[config.mk]
export PLATFORM = sky130hd
export DESIGN_NAME = virtual_time_event_queue
export DESIGN_NICKNAME = d
export VERILOG_FILES = /design/src/rtl/vteq_pkg.sv /design/src/rtl/virtual_time_event_queue.sv /design/src/rtl/vteq_cell.sv
export SDC_FILE = /design/constraint.sdc
export NUM_CORES = 2
export LEC_CHECK = 0
export ABC_AREA = 1
export ABC_CLOCK_PERIOD_IN_PS = 6700
export BUFFER_PORTS_ARGS = -buffer_cell sky130_fd_sc_hd__buf_4
export CORE_MARGIN = 3
export CORE_UTILIZATION = 40
export DETAILED_ROUTE_END_ITERATION = 8
export GPL_TIMING_DRIVEN = 0
export HOLD_SLACK_MARGIN = 0.03
export PLACE_DENSITY = 0.66
export SYNTH_ARGS = -nofsm -noshare
export SYNTH_HDL_FRONTEND = slang
export SYNTH_SLANG_ARGS = --single-unit
[constraint.sdc]
create_clock -name i_clk -period 6.7 [get_ports i_clk]
set_clock_uncertainty 0.05 [all_clocks]
set_input_delay 0.335 -clock i_clk [delete_from_list [all_inputs] [get_ports i_clk]]
set_output_delay 0.335 -clock i_clk [all_outputs]
set_load 0.01 [all_outputs]
[src/rtl/vteq_pkg.sv]
// ----------------------------------------------------------------------------
// vteq_pkg
// Shared types and result codes for the virtual-time event queue.
// ----------------------------------------------------------------------------
package vteq_pkg;

    localparam logic       OP_SCHEDULE = 1'b0;
    localparam logic       OP_RUN      = 1'b1;

    localparam logic [1:0] KIND_ACCEPTED  = 2'd0;
    localparam logic [1:0] KIND_FULL      = 2'd1;
    localparam logic [1:0] KIND_DELIVERED = 2'd2;
    localparam logic [1:0] KIND_EMPTY     = 2'd3;

    typedef struct packed {
        logic [31:0]        ev_time;
        logic signed [31:0] ev_value;
        logic [7:0]         ev_target;
    } t_entry;

    typedef struct packed {
        logic ins;
        logic pop;
    } t_cell_ctrl;

endpackage

[src/rtl/virtual_time_event_queue.sv]
// ----------------------------------------------------------------------------
// virtual_time_event_queue
// Fixed-size discrete-event queue kept sorted by time in a chain of cells.
// ----------------------------------------------------------------------------
//  Channel   Handshake              Fields
//  command   start, busy            i_op, i_event_time, i_event_value, i_target
//  result    o_valid (one cycle)    o_kind, o_out_time, o_out_value,
//                                   o_out_target, o_last
//
// A schedule command's answer appears the next cycle.
// A run command pops the head cell once per cycle, so it holds busy until it
// pops the last live event and gives one result per cycle, the first in the
// cycle after the command. An empty queue gives a single answer in the cycle
// after the command. Reset empties every cell.
// The receiver cannot stall; every result is shown for exactly one cycle.
module virtual_time_event_queue #(
    parameter int QUEUE_DEPTH = 16
) (
    input  logic               i_clk,
    input  logic               i_rst_n,
    input  logic               start,
    output logic               busy,
    input  logic               i_op,
    input  logic [31:0]        i_event_time,
    input  logic signed [31:0] i_event_value,
    input  logic [7:0]         i_target,
    output logic               o_valid,
    output logic [1:0]         o_kind,
    output logic [31:0]        o_out_time,
    output logic signed [31:0] o_out_value,
    output logic [7:0]         o_out_target,
    output logic               o_last
);
    import vteq_pkg::*;

    t_entry     w_entry [QUEUE_DEPTH];
    logic       w_valid [QUEUE_DEPTH];
    logic       w_shift [QUEUE_DEPTH];
    t_cell_ctrl w_ctrl;
    t_entry     w_new;
    logic       w_accept;
    logic       w_full;

    logic       r_busy;
    logic       r_out_valid;
    logic [1:0] r_kind;
    t_entry     r_out;
    logic       r_last;

    assign w_accept  = start && !r_busy;
    assign w_full    = w_valid[QUEUE_DEPTH-1];
    assign w_new     = '{ev_time: i_event_time, ev_value: i_event_value,
                         ev_target: i_target};
    assign w_ctrl    = '{ins: w_accept && (i_op == OP_SCHEDULE) && !w_full,
                         pop: r_busy || (w_accept && (i_op == OP_RUN) && w_valid[0])};

    for (genvar g = 0; g < QUEUE_DEPTH; g++) begin : g_cell
        t_entry w_prev_entry;
        logic   w_prev_valid;
        logic   w_prev_shift;
        t_entry w_next_entry;
        logic   w_next_valid;

        if (g == 0) begin : g_head
            assign w_prev_entry = '0;
            assign w_prev_valid = 1'b1;
            assign w_prev_shift = 1'b0;
        end else begin : g_body
            assign w_prev_entry = w_entry[g-1];
            assign w_prev_valid = w_valid[g-1];
            assign w_prev_shift = w_shift[g-1];
        end

        if (g == QUEUE_DEPTH - 1) begin : g_tail
            assign w_next_entry = '0;
            assign w_next_valid = 1'b0;
        end else begin : g_inner
            assign w_next_entry = w_entry[g+1];
            assign w_next_valid = w_valid[g+1];
        end

        vteq_cell u_cell (
            .i_clk        (i_clk),
            .i_rst_n      (i_rst_n),
            .i_ctrl       (w_ctrl),
            .i_new        (w_new),
            .i_prev_entry (w_prev_entry),
            .i_prev_valid (w_prev_valid),
            .i_prev_shift (w_prev_shift),
            .i_next_entry (w_next_entry),
            .i_next_valid (w_next_valid),
            .o_entry      (w_entry[g]),
            .o_valid      (w_valid[g]),
            .o_shift      (w_shift[g])
        );
    end

    always_ff @(posedge i_clk) begin
        if (!i_rst_n) begin
            r_busy      <= 1'b0;
            r_out_valid <= 1'b0;
        end else begin
            r_out_valid <= w_accept || r_busy;
            if (w_ctrl.pop) begin
                r_busy <= w_valid[1];
            end
        end

        if (w_ctrl.pop) begin
            r_kind <= KIND_DELIVERED;
            r_out  <= w_entry[0];
            r_last <= !w_valid[1];
        end else if (w_accept) begin
            r_out  <= '0;
            r_last <= 1'b1;
            if (i_op == OP_RUN) begin
                r_kind <= KIND_EMPTY;
            end else if (w_full) begin
                r_kind <= KIND_FULL;
            end else begin
                r_kind <= KIND_ACCEPTED;
            end
        end
    end

    assign busy         = r_busy;
    assign o_valid      = r_out_valid;
    assign o_kind       = r_kind;
    assign o_out_time   = r_out.ev_time;
    assign o_out_value  = r_out.ev_value;
    assign o_out_target = r_out.ev_target;
    assign o_last       = r_last;

endmodule

[src/rtl/vteq_cell.sv]
// ----------------------------------------------------------------------------
// vteq_cell
// One slot of the sorted event chain. On insert the cell keeps its event,
// takes the new event, or takes its left neighbor's event; on pop it takes
// its right neighbor's event.
// ----------------------------------------------------------------------------
module vteq_cell (
    input  logic                i_clk,
    input  logic                i_rst_n,
    input  vteq_pkg::t_cell_ctrl i_ctrl,
    input  vteq_pkg::t_entry    i_new,
    input  vteq_pkg::t_entry    i_prev_entry,
    input  logic                i_prev_valid,
    input  logic                i_prev_shift,
    input  vteq_pkg::t_entry    i_next_entry,
    input  logic                i_next_valid,
    output vteq_pkg::t_entry    o_entry,
    output logic                o_valid,
    output logic                o_shift
);
    import vteq_pkg::*;

    t_entry r_entry;
    logic   r_valid;
    logic   w_later;

    // The new event goes before this one only when strictly earlier, so equal
    // times stay in the order they were scheduled.
    assign w_later = i_new.ev_time < r_entry.ev_time;
    assign o_shift = r_valid && w_later;
    assign o_entry = r_entry;
    assign o_valid = r_valid;

    always_ff @(posedge i_clk) begin
        if (!i_rst_n) begin
            r_valid <= 1'b0;
        end else if (i_ctrl.pop) begin
            r_valid <= i_next_valid;
            r_entry <= i_next_entry;
        end else if (i_ctrl.ins) begin
            if (i_prev_shift) begin
                r_valid <= 1'b1;
                r_entry <= i_prev_entry;
            end else if ((r_valid && w_later) || (!r_valid && i_prev_valid)) begin
                r_valid <= 1'b1;
                r_entry <= i_new;
            end
        end
    end

endmodule

## Word level (Yosys, flattened, before mapping)

Cells that the tools add are included.

- Magnitude comparators: 16
- Mux-type cells: 129
- Bitwise gates (word level): 2
- Reduce and logical (&&, ||, !) cells: 123

Operators by type and width:

| cell | count |
|---|---|
| 2-to-1 mux 72 bit | 64 |
| less-than comparator 32 bit | 16 |
| 2-to-1 mux 1 bit | 64 |
| AND reduction 3 bit | 16 |
| nonzero test 3 bit | 15 |
| logical AND 1 bit | 36 |
| AND reduction 2 bit | 16 |
| logical OR 1 bit | 18 |
| zero test 1 bit | 17 |
| nonzero test 2 bit | 4 |
| 2-to-1 mux 2 bit | 1 |
| NOT 1 bit | 2 |
| OR reduction 2 bit | 1 |

- Flip-flop bits (word level): 1245
- Output and inout bits: 77
- Word-level logic and storage cells: 341

## Depth between registers and ports, before layout

- Depth after elaboration: 7
- Depth in mapped cells: 19

## Modules after synthesis

A second synthesis with hierarchy kept.

- Cell total of the unflattened synthesis: 8888
- Area, all modules: 74659.1 sq um

Modules (own cells, without submodules):

| module | times used | cells each | area an instance (sq um) |
|---|---|---|---|
| vteq_cell (g_cell[0].u_cell ...) | 12 | 540 | 4468.0 |
| vteq_cell (g_cell[6].u_cell ...) | 4 | 539 | 4454.3 |
| virtual_time_event_queue | 1 | 252 | 3225.6 |

## Least setup slack after synthesis

No wires, ideal clock.

- Path type: register to register
- Start: reg g_cell[0].u_cell.r_entry, in the netlist g_cell[0].u_cell.o_entry[71]
- End: reg g_cell[0].u_cell.r_entry, in the netlist g_cell[0].u_cell.o_entry[0] (enable)
- Setup time: 609 ps
- Data arrival time: 6438 ps
- Data required time: 6041 ps
- Slack: -397 ps
- Stages on the path, launching flop included: 9
- Buffers on the path: 0
- Clock period less this slack: 7097 ps
- Cell sequence: edfxtp_1 > inv_1 > ha_1 > a21oi_1 > o21ai_0 > o21bai_1 > a21oi_1 > a21oi_1 > a211oi_1

- Longest elaborated chain between the ends: 5

RTL lines:

| element | line | text |
|---|---|---|
| from (decl) | vteq_cell.sv:23 | `t_entry r_entry;` |
| from (signal assigned) | vteq_cell.sv:39 | `r_entry <= i_next_entry;` |
| from (signal assigned) | vteq_cell.sv:43 | `r_entry <= i_prev_entry;` |
| from (signal assigned) | vteq_cell.sv:46 | `r_entry <= i_new;` |
| less-than comparator 32 bit | vteq_cell.sv:29 | `assign w_later = i_new.ev_time < r_entry.ev_time;` |
| logical AND 1 bit | vteq_cell.sv:44 | `end else if ((r_valid && w_later) \|\| (!r_valid && i_prev_valid)) begin` |
| logical OR 1 bit | vteq_cell.sv:44 |  |
| nonzero test 2 bit (no line) | -- |  |
| AND reduction 3 bit (no line) | -- |  |

No other way between the ends.
A chain may end at the register's enable or synchronous reset.

## Worst setup path after layout

- Start: reg g_cell[0].u_cell.r_valid
- End: reg g_cell[15].u_cell.r_entry, in the netlist g_cell[15].u_cell.o_entry[15] (enable)

- Longest elaborated chain between the ends: 4
- Elaborated cells on any way between the ends: 5

RTL lines:

| element | line | text |
|---|---|---|
| from (decl) | vteq_cell.sv:24 | `logic r_valid;` |
| from (signal assigned) | vteq_cell.sv:38 | `r_valid <= i_next_valid;` |
| logical AND 1 bit (*) | virtual_time_event_queue.sv:55 | `pop: r_busy \|\| (w_accept && (i_op == OP_RUN) && w_valid[0])};` |
| logical OR 1 bit (*) | virtual_time_event_queue.sv:55 |  |
| nonzero test 3 bit (no line) or nonzero test 2 bit (tied branches) | -- |  |
| AND reduction 3 bit (no line) (*) | -- |  |
| to (signal assigned) | vteq_cell.sv:39 |  |
| to (signal assigned) | vteq_cell.sv:43 |  |
| to (signal assigned) | vteq_cell.sv:46 |  |
| to (decl) | vteq_cell.sv:23 |  |

Mark *: on every way between the ends. The rest lies on a longest branch, timed or not.

==> run summary <==
Die width: 428 µm
CP Launch Type: flip-flop
VDD IR max: 0.285 mV
IO buf count: 152
Tot GR Track Use: 23.6%
Total iterations of the first detailed-routing run: 7
Final cell count without fillers: 10,800
Global route overflow: 0
Most instantiated cells after synthesis: nand2_1 (1,746), o21ai_0 (1,458), a21oi_1 (1,283)
Max Fclk: 0.204 GHz
DR DRC count: 0
Endpoints failing hold: 0
Vias in the first global route: 55,100
RD Place Congestion: 0.943
CTS tree: built
Worst hold path type: in -> reg
CP Class: reg -> reg
Nets@finish: 8,907
Setup-failing EPs final: 0
Status: finished, final reports clean
Synth unique cells: 38
Cells after synthesis: 8,048
Detailed placement HPWL: 182 mm
Fin crit share: 73.2%
Max-Cap Viols: 0
Drt wl/cell: 20.7 µm
CTS clk-pin slew, worst paths: 0.06 ns
Most common cell in the synthesized netlist: nand2_1
I/O pin cnt: 153
Slew HR: 9.88%
Pin count of the biggest net entering global routing: 73
Pleak: 31.5 nW
CP max FO: 31
Skew-Pair Late Insertion Delay: 0.79 ns
Initial core utilization: 40.4%
Number of enable flip-flop cells after synthesis: 1,225
TritonCTS buffer count: 134
CP startpoint: g_cell[0].u_cell.o_valid
Die area: 0.183 mm²
Area of the multi-input gates: 0.0290 mm²
Diode count: 0
Vias post-DR: 59,500
Post-cts sizing count: 0
Crit path capture type: flip-flop
Power Total: 18.5 mW
DR vias/cell: 5.51
Share of cells above drive strength 1: 6.69%
Yosys reg bits: 1,245
CTS max path bufs: 3
Initial antenna violation count: 4
Setup TNS: 0 ns
First-pass GRT wire length: 332 mm
Core footprint: 0.177 mm²
Fill count: 16,900
Pin slew with the least headroom to its limit: 1.35 ns
Post-DRT Antenna Nets: 0
Syn avg cell area: 8.86 µm²
PnR worst setup slack: 1.80 ns
Die Y-Extent: 428 µm
Worst Path Arrival: 5.33 ns
Post-layout minimum cycle time: 4.90 ns
Worst Hold Launch: i_event_value[6]
Syn. warnings: 0
DP Cell Count: 10,600
Post-synth ARST share: 0%
Initial DRC count: 6,718
Max-slew violation count: 0
Htree depth: 4
Register area share after synthesis: 52.1%
Pre-CTS setup slack: 1.88 ns
CTS root buffer: clkbuf_16
Syn Nets: 8,589
Synth top area cells: edfxtp_1 (52%), o21ai_0 (10%), nand2_1 (9.2%), a21oi_1 (9.0%), ha_1 (8.2%)
Clock sink count: 1,245
RSZ-0062 raised after global routing: no
P&R area growth vs syn: 12.4%
FF/Latch Area: 0.0372 mm²
Post-synth top area share: 51.6%
Mapped Area: 0.0713 mm²
Synth area leader: edfxtp_1
FF-to-FF Start: g_cell[0].u_cell.o_valid
Cell Rows: 154
Flop-to-flop setup slack: 1.80 ns
Worst endpoint required time: 7.13 ns
Final wirelength: 223 mm
Main synth FF type: edfxtp_1
Pwr/cell area: 230 mW/mm²
layer usage:
metal | GRT usage [%] | part of all wire [%] | vias to the layer above
met2 | 36.2 | 43 | 2790
met4 | 8.76 | 3.8 | 0
li1 | - | - | 28600
met5 | 0 | 0 | -
met1 | 33.6 | 43 | 27700
met3 | 3.70 | 9.6 | 364
critical path, stage by stage, from the launching register on:
cell      delay (ns)
dfxtp_1         0.34
inv_1           0.10
o21ai_2         0.84
inv_2           0.34
buf_2           0.43
buf_2           0.39
clkbuf_1        0.62
a21oi_4         0.94
buf_16          0.25
buf_12          0.21
sequential cells by signal, summed over array words and instances (netlist names):
register / cells
g_cell.u_cell.o_entry: 1152
o_out_time: 32
o_out_value: 32
g_cell.u_cell.o_valid: 16
o_out_target: 8
o_kind: 2
busy: 1
o_last: 1
o_valid: 1
through the flow:
step / utilization [%] / cell area [µm²] / hold slack, ns
after floorplan: - / 71300 / 0.423
after global placement: 42.7 / 75400 / 0.390
after detailed placement: 43.1 / 76100 / 0.399
after CTS: 45.4 / 80100 / 0.0623
after global routing: 45.4 / 80200 / 0.119
final: 45.4 / 80200 / 0.126
worst paths after layout:
check,end,cells past startpoint
worst min register to register,o_kind[1],2
worst min-delay path,g_cell[1].u_cell.o_entry[14],5
worst max register to register,g_cell[15].u_cell.o_entry[15],9
worst max-delay path,g_cell[15].u_cell.o_entry[15],9
area by class of cell:
type	count	share of cell area [%]
clock buffer	175	4.59
multi-input combinational	5515	36.2
tap	2340	3.65
clock inverter	60	0.425
timing repair buffer	182	2.22
sequential	1245	46.4
inverter	726	3.42
buffer	562	3.07
cell usage in the layout, fill, tap and decap left out, types with 21 or more instances in the layout:
cell / netlist / final
o21ai_0: 1458 / 1458
clkinv_2: 0 / 21
edfxtp_1: 1225 / 1225
buf_1: 76 / 76
nand4_1: 25 / 25
inv_1: 723 / 718
clkbuf_1: 316 / 346
nor2_1: 192 / 183
buf_2: 134 / 134
a21oi_1: 1283 / 1282
nand2_1: 1746 / 1745
buf_4: 6 / 159
o21ai_1: 165 / 165
clkbuf_16: 0 / 141
ha_1: 465 / 465
clkinv_1: 0 / 29
nand3_1: 82 / 82
cell families (layout without fill, tap and decap cells):
kind of cell | after synthesis | in the layout | synth area share (%)
flip-flops | 1245 | 1245 | 52.1
AND/OR/NAND/NOR | 2097 | 2097 | 11.6
adder cells (fa/ha/maj) | 465 | 465 | 8.16
AO/OA/AOI/OAI | 2953 | 2953 | 20.9
buffers and inverters | 1288 | 1705 | 7.27
power by group:
group | switching (mW) | leakage [nW] | internal [mW]
Clock | 3.15 | 1.97 | 3.86
Combinational | 1.67 | 18.2 | 0.775
Sequential | 0.107 | 11.3 | 8.90
repair_timing:
action | 4_1_cts | 5_1_grt
endpoints found under the hold margin | 8 | 0
hold buffers | 3 | 0
buffers inserted | 0 | 0
(Power assumes the default switching activity.)
